`config.mk`:
```
export PLATFORM = sky130hd
export DESIGN_NAME = atmti_ctrl
export DESIGN_NICKNAME = d
export VERILOG_FILES = /design/src/design/atmosphere_table_interpolator_assert.svh /design/src/design/atmti_pkg.sv /design/src/design/atmti_ctrl.sv
export SDC_FILE = /design/constraint.sdc
export NUM_CORES = 1
export LEC_CHECK = 0
export ABC_AREA = 1
export BUFFER_PORTS_ARGS = -buffer_cell sky130_fd_sc_hd__buf_2
export CAP_MARGIN = 20
export CORE_MARGIN = 2
export CORE_UTILIZATION = 39
export DETAILED_ROUTE_END_ITERATION = 7
export PLACE_DENSITY_LB_ADDON = 0.1
export SETUP_SLACK_MARGIN = 0.05
export SYNTH_ARGS = -nofsm -noshare
export SYNTH_HDL_FRONTEND = slang
export SYNTH_SLANG_ARGS = --single-unit
```
`constraint.sdc`:
```
create_clock -name clk -period 1.4 [get_ports clk]
set_clock_uncertainty 0.1 [all_clocks]
set_input_delay 0.14 -clock clk [delete_from_list [all_inputs] [get_ports clk]]
set_output_delay 0.14 -clock clk [all_outputs]
set_load 0.01 [all_outputs]
```
`src/design/atmosphere_table_interpolator_assert.svh`:
```
// Assertion macros for the atmosphere table interpolator.
`ifndef ATMOSPHERE_TABLE_INTERPOLATOR_ASSERT_SVH
`define ATMOSPHERE_TABLE_INTERPOLATOR_ASSERT_SVH

// same-cycle implication
`define ATI_ASSERT_SAME(lbl, ante, cons) \
  lbl: assert property (@(posedge clk) disable iff (rst) (ante) |-> (cons)) \
    else $error("atmti assertion failed");

// next-cycle implication
`define ATI_ASSERT_NEXT(lbl, ante, cons) \
  lbl: assert property (@(posedge clk) disable iff (rst) (ante) |=> (cons)) \
    else $error("atmti assertion failed");

`endif

```
`src/design/atmti_pkg.sv`:
```
// Shared types and constants of the atmosphere table interpolator.
`default_nettype none
package atmti_pkg;

  localparam int DEPTH  = 4096;
  localparam int ADDR_W = $clog2(DEPTH);

  localparam logic [23:0] ALT_MAX = 24'd16000000;
  localparam logic [35:0] VISC_MAX = '1;
  localparam logic [26:0] SOUND_MAX = '1;

  localparam logic OP_QUERY = 1'b0;
  localparam logic OP_LOAD  = 1'b1;

  localparam logic [2:0] REG_HEAT_RATIO       = 3'd0;
  localparam logic [2:0] REG_GAS_CONSTANT     = 3'd1;
  localparam logic [2:0] REG_SUTHERLAND_TEMP  = 3'd2;
  localparam logic [2:0] REG_SUTHERLAND_COEFF = 3'd3;
  localparam logic [2:0] REG_ENTRIES_USED     = 3'd4;

  typedef enum logic [3:0] {
    STEP_LERP_MUL0, STEP_LERP_DIV0,
    STEP_LERP_MUL1, STEP_LERP_DIV1,
    STEP_LERP_MUL2, STEP_LERP_DIV2,
    STEP_VIS_ROOT, STEP_VIS_MUL, STEP_VIS_DIV, STEP_VIS_BETA,
    STEP_SND_GR, STEP_SND_GH, STEP_SND_GL, STEP_SND_ROOT
  } step_t;

  typedef struct packed {
    logic [17:0] heat_ratio;
    logic [25:0] gas_constant;
    logic [23:0] sutherland_temp;
    logic [31:0] sutherland_coeff;
    logic [12:0] entries_used;
  } cfg_t;

  typedef struct packed {
    logic  load_we;
    logic  accept_query;
    logic  cmp;
    logic  q_inc;
    logic  addr_lo;
    logic  cap_lo;
    logic  take_hi;
    logic  start;
    logic  commit;
    step_t step;
    logic  emit;
  } cmd_t;

  typedef struct packed {
    logic more;
    logic exact;
    logic busy;
    logic out_free;
  } sts_t;

endpackage
`default_nettype wire

```
`src/design/atmti_ctrl.sv`:
```
// Controller: item acceptance, table scan and arithmetic step sequencing.
`default_nettype none
module atmti_ctrl (
  input  wire logic              clk,
  input  wire logic              rst,
  input  wire logic              in_valid,
  output logic                   in_stall,
  input  wire logic              opcode,
  input  wire atmti_pkg::sts_t   sts,
  output atmti_pkg::cmd_t        cmd
);

  typedef enum logic [7:0] {
    ST_IDLE  = 8'b0000_0001,
    ST_RD    = 8'b0000_0010,
    ST_CMP   = 8'b0000_0100,
    ST_LORD  = 8'b0000_1000,
    ST_LOCAP = 8'b0001_0000,
    ST_GO    = 8'b0010_0000,
    ST_WAIT  = 8'b0100_0000,
    ST_EMIT  = 8'b1000_0000
  } state_t;

  state_t state, state_next;
  atmti_pkg::step_t step, step_next;

  assign in_stall = (state != ST_IDLE);

  always_comb begin
    state_next = state;
    step_next  = step;
    cmd        = '0;
    cmd.step   = step;
    unique case (state)
      ST_IDLE: begin
        if (in_valid) begin
          if (opcode == atmti_pkg::OP_LOAD) begin
            cmd.load_we = 1'b1;
          end else begin
            cmd.accept_query = 1'b1;
            state_next = ST_RD;
          end
        end
      end
      ST_RD: state_next = ST_CMP;
      ST_CMP: begin
        cmd.cmp = 1'b1;
        if (sts.more) begin
          cmd.q_inc = 1'b1;
          state_next = ST_RD;
        end else if (sts.exact) begin
          cmd.take_hi = 1'b1;
          step_next = atmti_pkg::STEP_VIS_ROOT;
          state_next = ST_GO;
        end else begin
          state_next = ST_LORD;
        end
      end
      ST_LORD: begin
        cmd.addr_lo = 1'b1;
        state_next = ST_LOCAP;
      end
      ST_LOCAP: begin
        cmd.cap_lo = 1'b1;
        step_next = atmti_pkg::STEP_LERP_MUL0;
        state_next = ST_GO;
      end
      ST_GO: begin
        cmd.start = 1'b1;
        state_next = ST_WAIT;
      end
      ST_WAIT: begin
        if (!sts.busy) begin
          cmd.commit = 1'b1;
          if (step == atmti_pkg::STEP_SND_ROOT) begin
            state_next = ST_EMIT;
          end else begin
            step_next = atmti_pkg::step_t'(step + 4'd1);
            state_next = ST_GO;
          end
        end
      end
      ST_EMIT: begin
        if (sts.out_free) begin
          cmd.emit = 1'b1;
          state_next = ST_IDLE;
        end
      end
      default: state_next = ST_IDLE;
    endcase
  end

  always_ff @(posedge clk) begin
    if (rst) begin
      state <= ST_IDLE;
      step  <= atmti_pkg::STEP_LERP_MUL0;
    end else begin
      state <= state_next;
      step  <= step_next;
    end
  end

endmodule
`default_nettype wire

```
* Yosys cells after proc, flatten, opt, wreduce, memory -nomap -nowiden
Cells that the tools add are included. Widths: inputs -> output; s select.
Word-level totals: input port bits 8, logic and storage cells 52, flip-flop bits (word level) 12
Cells by class: add/subtract/negate cells 1, eq/ne operators 17, muxes and demuxes 29, reductions and logical operators 3
Operators by type and width (count):
- $pmux 8 s8 | 1
- $mux 8 | 6
- $mux 4 | 4
- $ne 2x2->1 const B | 7
- $mux 1 | 13
- $pmux 4 s3 | 1
- $eq 8x1->1 const B | 1
- $eq 8x2->1 const B | 1
- $eq 8x3->1 const B | 1
- $eq 8x4->1 const B | 1
- $eq 8x5->1 const B | 1
- $eq 8x6->1 const B | 1
- $eq 8x7->1 const B | 1
- $eq 8x8->1 const B | 1
- $ne 8x1->1 const B | 1
- $mux 2 | 3
- $mux 6 | 1
- $reduce_and 5->1 | 1
- $add 4x1->4 const B | 1
- $eq 4x4->1 const B | 1
- $reduce_and 4->1 | 1
- $reduce_bool 3->1 | 1

* Depth between registers and ports, before layout
Gate-level depths: netlist of the first run.
depth in word-level cells 4, gate-level depth with buffers 10, mapped depth without buffers 10

* Least setup slack after synthesis of the first run
Ideal clock, no wire load.
kind flip-flop to flip-flop, start point register step[1], end point register step[3], slack 0.026 ns, period minus slack after synthesis 1.374 ns, cell stages (with the launch flop) 9, setup time 0.115 ns, arrival time 1.159 ns, buffers on the path 0, path through dfxtp_1 -> inv_1 -> ha_1 -> nand2_1 -> nor2_1 -> o21ai_4 -> nand3_1 -> nand2_1 -> nor2_1
On the way: cells in the longest elaborated chain, start to end 4, elaborated cells on any way between the ends 7, those cells by class add/sub (1); eq/ne (2); mux (3); reduce/logical (1)
Ends and longest elaborated chain:
- start: declaration | RTL line atmti_ctrl.sv:25 | atmti_pkg::step_t step, step_next;
- start signal: assignment | RTL line atmti_ctrl.sv:96 | step <= atmti_pkg::STEP_LERP_MUL0;
- start signal: assignment | RTL line atmti_ctrl.sv:99 | step <= step_next;
- $add 4x1->4 | RTL line atmti_ctrl.sv:78 | step_next = atmti_pkg::step_t'(step + 4'd1);
- $mux 4 | RTL line atmti_ctrl.sv:75 | if (step == atmti_pkg::STEP_SND_ROOT) begin
- $mux 4 | RTL line atmti_ctrl.sv:73 | if (!sts.busy) begin
- $pmux 4 s3 | RTL line atmti_ctrl.sv:34 | unique case (state)
Several ways; a longest one is shown, not always the timed one. The select of a mux whose other input is x is not followed. A chain may end at the register's enable or synchronous reset.

==> results of run 1 <==
==> timing repair <==
item                                    4_1_cts  5_1_grt
pin swaps                                    11        9
setup buffers                                 9        6
resized for setup                            24       10
endpoints found under the setup margin       17       20
gates cloned                                  0        0
hold buffers                                  2        0
endpoints found under the hold margin         1        0
==> where the power goes <==
part           total (mW)  internal [mW]  switching [mW]
clock network       0.293          0.158           0.135
registers           0.380          0.356          0.0246
logic               0.359          0.156           0.204
==> registers in the layout, summed over array words and instances, names as in the netlist <==
name	cells
state	8
step	4
==> logic make-up (layout without fill, tap and decap cells) <==
kind of cell / after synthesis / count (layout) / share of synthesized area
AOI/OAI and AO/OA: 7 / 7 / 0.0503
xor gates and xnor gates: 1 / 1 / 0.00951
adders and majority gates: 2 / 2 / 0.0272
buffers and inverters: 26 / 73 / 0.106
DFF: 12 / 12 / 0.261
and+or+nand+nor: 89 / 89 / 0.546
==> worst max-delay path by stage <==
stage	startpoint	end	slack (ps)	cells after the start
after floorplan	state[2]	state[0]	90	8
after global placement	state[0]	state[0]	30	8
after detailed placement	state[2]	state[0]	-20	8
after CTS	state[7]	cmd[10]	-160	6
after global routing	state[0]	cmd[10]	-250	6
final	state[6]	cmd[10]	-170	6
==> cell type report <==
| type | count | share of cell area |
|---|---|---|
| well taps | 28 | 0.0253 |
| flip-flops and latches | 12 | 0.190 |
| clock buffers | 4 | 0.0262 |
| repair buffers | 43 | 0.222 |
| multi-input cells | 99 | 0.464 |
| inverters | 26 | 0.0723 |
==> layer usage <==
metal	routed length (um)	vias up
met5	0	-
met4	30	0
met3	73	5
met2	1200	20
met1	1040	452
li1	-	517
==> critical path, cell delays in order (launching register included) <==
cell and delay (ps):
dfxtp_4 370, nor2_4 180, nand2_4 100, nor2_8 130
inv_2 60, nor2_4 80, buf_2 130
==> metrics by stage <==
stage	area [sq um]	utilization	cells	setup WS (ps)
CTS	1290	0.584	206	-163
detailed placement	1100	0.497	191	-23.9
floorplan	923	-	137	90.6
global placement	1100	0.497	191	25.5
global route	1380	0.626	212	-249
finish	1380	0.626	212	-174
==> cell usage in the layout (no fill, tap or decap), drive strengths merged <==
master       synthesis  layout
buf                  0      41
nor2                36      36
nand2               35      35
inv                 26      26
dfxtp               12      12
nand3               11      11
clkbuf               0       4
a21oi                4       4
nand4                3       3
o21ai                3       3
ha                   2       2
dlygate4sd3          0       2
nor4                 2       2
or2                  1       1
nor3                 1       1
xnor2                1       1
==> out/metrics.csv, run 1 <==
metric,value,unit
synth_edf_count,0,
power_leakage,0.761,nW
finalPower,1.03,mW
diodes,0,
maxSlewHeadroom,0.826,
ys_seq_area_frac,0.261,
rrSetupSlack,-140,ps
grt.total_usage,0.188,
dpl.hpwl,1640,um
max-clock-path-buffers,2,
reg2reg_depth,10,
seq_area,263,sq um
setup_tns,-2070,ps
drc,0,
grtUsageMet3,0.0343,
grt_pass1_vias,886,
antenna_found_initial,0,
port_buffers,22,
setup_violations,19,
cts_tree,built,
vias,994,
hold_path.class,input port to flip-flop,
hold_viol,0,
detail_route.wirelength,2340,um
core-area,2210,sq um
ios,23,
viasPerCell,4.69,
clockRootBuffer,clkbuf_4,
power_density,746,nW/um^2
ant_nets,0,
synth_seq_cells,12,
fin_ws,-174,ps
clock_sinks,12,
cp-start-kind,flip-flop,
start_util,0.416,
yosysTopAreaCell,dfxtp_1,
drt_iter0_markers,31,
cts_buffers,3,
htreeDepth,1,
use_met1,0.247,
grt_setup_unrepaired,yes,
r2r_end,state[1],
busiest_layer,met2,
worst_pin_slew,260,ps
slew_viol_final,0,
worstSkewPairLatency,280,ps
async_flop_share,0,
layout-drive-gt1-share,0.484,
fp.dieH,52.6,um
grt_max_degree,8,
violations,setup timing,
whs,1.77,ps
synth_ff_type,dfxtp_1,
clk_pin_slew_worst_paths,90,ps
ys_warn_count,0,
netlist.area_leader.share,0.261,
whs_endpoint,state[6],
ir_drop,588,uV
use_met2,0.308,
maxCapViolations,0,
crit_type,flip-flop to output port,
globalRoute.totalOverflow,0,
synthDistinctLibCells,21,
yosys-top-cells-area,"dfxtp_1 26%, nand2_1 11%, nor2_1 10%",
syn_area_per_cell,6.72,sq um
outcome,finished with violations,
worst_ep_arrival_time,1330,ps
netlist_area,921,sq um
yosysMostFrequentCell,nand2_1,
fin_crit,1570,ps
num-nets-final,195,
crit_fanout,5,
multiInputGateArea,642,sq um
gp_congestion,0.867,
area_growth_syn_to_layout,50.3,%
worstHoldStart,rst,
wl_per_cell,11.0,um
grt_pass1_wl,3770,um
synthCells,137,
post-route-period-util,1.12,
synth_fp_nets,147,
rows,17,
dieArea,2770,sq um
timing.rr.start,state[6],
worst_setup_path_end_kind,output port,
die_x,52.6,um
hold_path_depth,2,
fillers,212,
cp.required,1160,ps
max_freq,635,MHz
synth_common_cells,"27 x nand2_1, 25 x nor2_1, 22 x inv_1, 12 x dfxtp_1, 11 x nand3_1",
dr.pass1.iters,4,
No activity file was read; power rests on OpenSTA's default activity.
==> run 2: changes to the inputs <==
- SKIP_CTS_REPAIR_TIMING: unset -> 1
==> run 2 against run 1 <==
The run still ends with setup timing left; utilization fell by 0.51 points; sequential share of layout area down 0.12 points; non-clock buffer count down 6; cell area shrank 0.81%; worst setup slack better by 35 ps; register-to-register slack is essentially flat; fmax grew 2.3%; final cell count is 2.8% lower; first-iteration DRC count shrank 45%; critical path type is now flip-flop to flip-flop; critical endpoint is now step[2]; largest cell class unchanged.
==> out/metrics.csv, run 2 (same netlist as run 1, synthesis figures left out) <==
metric,value,unit
fin_ws,-139,ps
num-nets-final,189,
reg2reg_depth,9,
dieArea,2770,sq um
worstSkewPairLatency,270,ps
ios,23,
outcome,finished with violations,
layoutNonFillerInstCount,206,
post-route-period-util,1.10,
critical_path.startpoint,state[1],
whs,39.9,ps
hold_viol,0,
intPower,682,uW
crit_fanout,7,
vias,952,
endpoint,step[2],
maxCapViolations,0,
grt_pass1_wl,3390,um
slew_viol_final,0,
clk_pin_slew_worst_paths,80,ps
gp_congestion,0.867,
pwr-share-comb,0.364,
grt_pass1_vias,797,
viasPerCell,4.62,
worst_ep_arrival_time,1610,ps
worst_pin_slew,346,ps
fin_crit,1540,ps
cts_buffers,3,
max_freq,650,MHz
largest_register,state,
fp.dieH,52.6,um
antenna_found_initial,0,
htreeDepth,1,
ant_nets,0,
wl_per_cell,10.9,um
p_clk_frac,0.269,
grt.total_usage,0.168,
final_common_cell,nor2_1,
timing.rr.start,state[1],
core-area,2210,sq um
detail_route.wirelength,2240,um
die_x,52.6,um
switchingPower,357,uW
cp-start-kind,flip-flop,
drc,0,
largestRegisters,"state: 8 flops, step: 4 flops",
r2r_end,step[2],
hold_path.class,input port to flip-flop,
worst_setup_path_end_kind,flip-flop,
layout-drive-gt1-share,0.534,
grt_setup_unrepaired,yes,
layout_common_cells,"22 x nor2_1, 20 x nand2_1, 19 x inv_1, 19 x buf_2, 10 x buf_4",
port_buffers,22,
switching_share,0.343,
crit_type,flip-flop to flip-flop,
area_growth_syn_to_layout,49.0,%
dr.pass1.iters,4,
place_inst,191,
max-clock-path-buffers,2,
grt_max_degree,8,
clock_sinks,12,
ir_drop,576,uV
clockRootBuffer,clkbuf_4,
globalRoute.totalOverflow,0,
dpl.hpwl,1640,um
power_leakage,0.730,nW
power_frac_seq,0.366,
maxSlewHeadroom,0.768,
violations,setup timing,
largest_register_ffs,8,
power_density,757,nW/um^2
drt_iter0_markers,17,
cp.required,1480,ps
setup_tns,-1650,ps
setup_violations,19,
cts_tree,built,
rrSetupSlack,-140,ps
diodes,0,
rows,17,
start_util,0.416,
==> run 2: final cells by class <==
type	count	area (sq um)
inverters	26	100
repair buffers	37	258
well taps	28	35.0
clock buffers	4	36.3
fillers	204	840
flip-flops and latches	12	259
multi-input cells	99	684
==> run 2: routing by layer <==
| metal | vias to the layer above | wire, um | GRT usage |
|---|---|---|---|
| met2 | 17 | 1120 | 0.248 |
| met3 | 2 | 68 | 0.0343 |
| met4 | 0 | 12 | 0.0641 |
| met5 | - | 0 | 0 |
| li1 | 502 | - | - |
| met1 | 431 | 1030 | 0.236 |
==> run 2: through the flow <==
stage	power [mW]	instance area [sq um]	setup slack (ps)	util
2_1_floorplan	0.564	923	90.6	-
3_3_place_gp	0.651	1100	25.5	0.497
3_5_place_dp	0.652	1100	-23.9	0.497
4_1_cts	0.944	1130	-248	0.513
5_1_grt	1.12	1370	-238	0.620
6_report	1.04	1370	-139	0.620
==> run 2: how the worst min path moves through the flow <==
stage	from	endpoint	slack (ps)	cells after the start
after floorplan	rst	state[6]	110	1
after global placement	sts[2]	state[3]	230	2
after detailed placement	sts[2]	state[3]	230	2
after CTS	sts[2]	state[3]	-80	2
after global routing	rst	state[5]	30	2
final	rst	state[6]	40	2
==> run 2: worst max-delay path, stage by stage (launching register included) <==
cell and delay, ps:
dfxtp_2 350, nor2_4 180, nand2_4 120, buf_6 140, nor2_8 150, nor2_4 70
nand2_8 110, nand2_4 70, nor2_1 100, nor2_1 50
==> run 2: power by group through the flow <==
stage	clock [mW]	combinational (mW)	sequential (mW)
6_report	0.280	0.378	0.380
3_3_place_gp	0	0.262	0.388
3_5_place_dp	0	0.264	0.388
2_1_floorplan	0	0.179	0.385
4_1_cts	0.299	0.265	0.380
5_1_grt	0.314	0.420	0.382
==> run 3: changes to the inputs <==
--- a/config.mk
+++ b/config.mk
@@ -10,3 +10,3 @@
 export CAP_MARGIN = 20
-export CORE_MARGIN = 2
+export CORE_MARGIN = 5
 export CORE_UTILIZATION = 39
==> constraint.sdc (replaced) <==
create_clock -name clk -period 1.4 [get_ports clk]
set_clock_uncertainty 0.1 [all_clocks]
set_input_delay 0.28 -clock clk [delete_from_list [all_inputs] [get_ports clk]]
set_output_delay 0.28 -clock clk [all_outputs]
set_load 0.01 [all_outputs]
==> run 3 against run 2 <==
The run still ends with setup timing left; global-route usage down 2.5 points; utilization down 3.1 points; highest routed layer unchanged; total power down 2.7%; register-to-register slack about the same; cell area down 4.1%; routed wire length up 5.2%; largest power group unchanged; final cell count unchanged; via count down 0.32%; largest cell class unchanged; sequential share of layout area up 0.90 points; worst setup slack worse by 210 ps; combinational power down 12%.
==> out/metrics.csv, run 3 (same netlist as run 1, synthesis figures left out) <==
metric,value,unit
outcome,finished with violations,
violations,setup timing,
final_area,1320,sq um
layoutNonFillerInstCount,206,
fp.dieH,58.6,um
die_x,58.6,um
core-area,2230,sq um
intPower,654,uW
rows,17,
ant_nets,0,
clock_sinks,12,
worst_ep_arrival_time,1370,ps
cp-start-kind,flip-flop,
dr.pass1.iters,5,
grt.total_usage,0.143,
cp.required,1020,ps
worst_setup_path_end_kind,output port,
place_inst,193,
fin_crit,1750,ps
globalRoute.totalOverflow,0,
post-route-period-util,1.25,
p_clk_frac,0.297,
antenna_found_initial,0,
switching_share,0.352,
maxSlewHeadroom,0.823,
port_buffers,22,
viasPerCell,4.61,
cts_buffers,3,
crit_type,flip-flop to output port,
largestRegisters,"state: 8 flops, step: 4 flops",
largest_register,state,
detail_route.wirelength,2360,um
place_area,1110,sq um
power_frac_seq,0.375,
power_leakage,0.715,nW
diodes,0,
grt_pass1_wl,3750,um
wl_per_cell,11.4,um
power_density,768,nW/um^2
crit_fanout,4,
fin_ws,-345,ps
cts_tree,built,
area_growth_syn_to_layout,42.9,%
num-nets-final,189,
largest_register_ffs,8,
dpl.hpwl,1740,um
slew_viol_final,0,
clk_pin_slew_worst_paths,90,ps
max_freq,573,MHz
grt_setup_unrepaired,yes,
hold_path.class,input port to flip-flop,
final_common_cell,nand2_1,
max-clock-path-buffers,2,
ir_drop,547,uV
fillers,217,
worstSkewPairLatency,290,ps
maxCapViolations,0,
layout_common_cells,"25 x nand2_1, 22 x nor2_1, 22 x buf_2, 21 x inv_1, 12 x buf_4",
layout-drive-gt1-share,0.483,
clockRootBuffer,clkbuf_4,
hold_viol,0,
ios,23,
dieArea,3430,sq um
grt_max_degree,8,
worst_pin_slew,264,ps
switchingPower,356,uW
drt_iter0_markers,25,
pwr-share-comb,0.328,
htreeDepth,1,
grt_pass1_vias,860,
start_util,0.412,
vias,949,
gp_congestion,0.780,
drc,0,
setup_violations,20,
-- run 3: cell count changes in the layout (fill, tap and decap cells not counted), sizes merged --
| cell | change |
|---|---|
| buf | +2 |
| dlygate4sd3 | -2 |
-- run 3: layout make-up --
cell class / count / area, sq um / area share
well taps: 28 / 35.0 / 0.0266
repair buffers: 37 / 234 / 0.178
multi-input cells: 99 / 651 / 0.494
flip-flops and latches: 12 / 260 / 0.198
clock buffers: 4 / 36.3 / 0.0276
inverters: 26 / 100 / 0.0760
-- run 3: stage by stage --
step | setup WS, ps | power, mW | hold slack (ps) | util | setup TNS, ps
5_1_grt | -405 | 1.07 | 64.1 | 0.589 | -5300
4_1_cts | -354 | 0.945 | 62.7 | 0.515 | -3150
2_1_floorplan | 62.7 | 0.564 | 249 | - | 0
3_5_place_dp | -31.5 | 0.648 | 368 | 0.499 | -54.2
3_3_place_gp | -26.1 | 0.646 | 361 | 0.499 | -38.5
6_report | -345 | 1.01 | 59.0 | 0.589 | -3720
-- run 3: metal layers --
metal  part of all wire  track usage  up-vias
li1                   -            -      498
met1               0.45        0.185      419
met2               0.49        0.231       27
met3              0.043       0.0285        5
met4              0.019       0.0583        0
met5                  0            0        -
-- run 3: path summary, 6_finish.rpt --
| path | from | to | slack, ps | depth (start not counted) |
|---|---|---|---|---|
| worst max-delay path | state[5] | cmd[10] | -350 | 6 |
| worst min-delay path | sts[2] | state[3] | 60 | 2 |
| worst max register to register | state[7] | step[2] | -140 | 11 |
| worst min register to register | step[3] | step[3] | 450 | 2 |
-- run 3: critical path, cell delays in order, from the launching register on --
cell     delay (ps)
dfxtp_4         380
nor2_4          180
nand2_4         100
nor2_8          120
inv_2            50
nor2_2          110
buf_2           140
-- run 3: power groups by stage --
stage | Combinational (mW) | Clock (mW) | Sequential [mW]
after floorplan | 0.179 | 0 | 0.385
after global placement | 0.259 | 0 | 0.387
after detailed placement | 0.260 | 0 | 0.388
after CTS | 0.265 | 0.300 | 0.380
after global routing | 0.365 | 0.323 | 0.382
final | 0.331 | 0.300 | 0.379
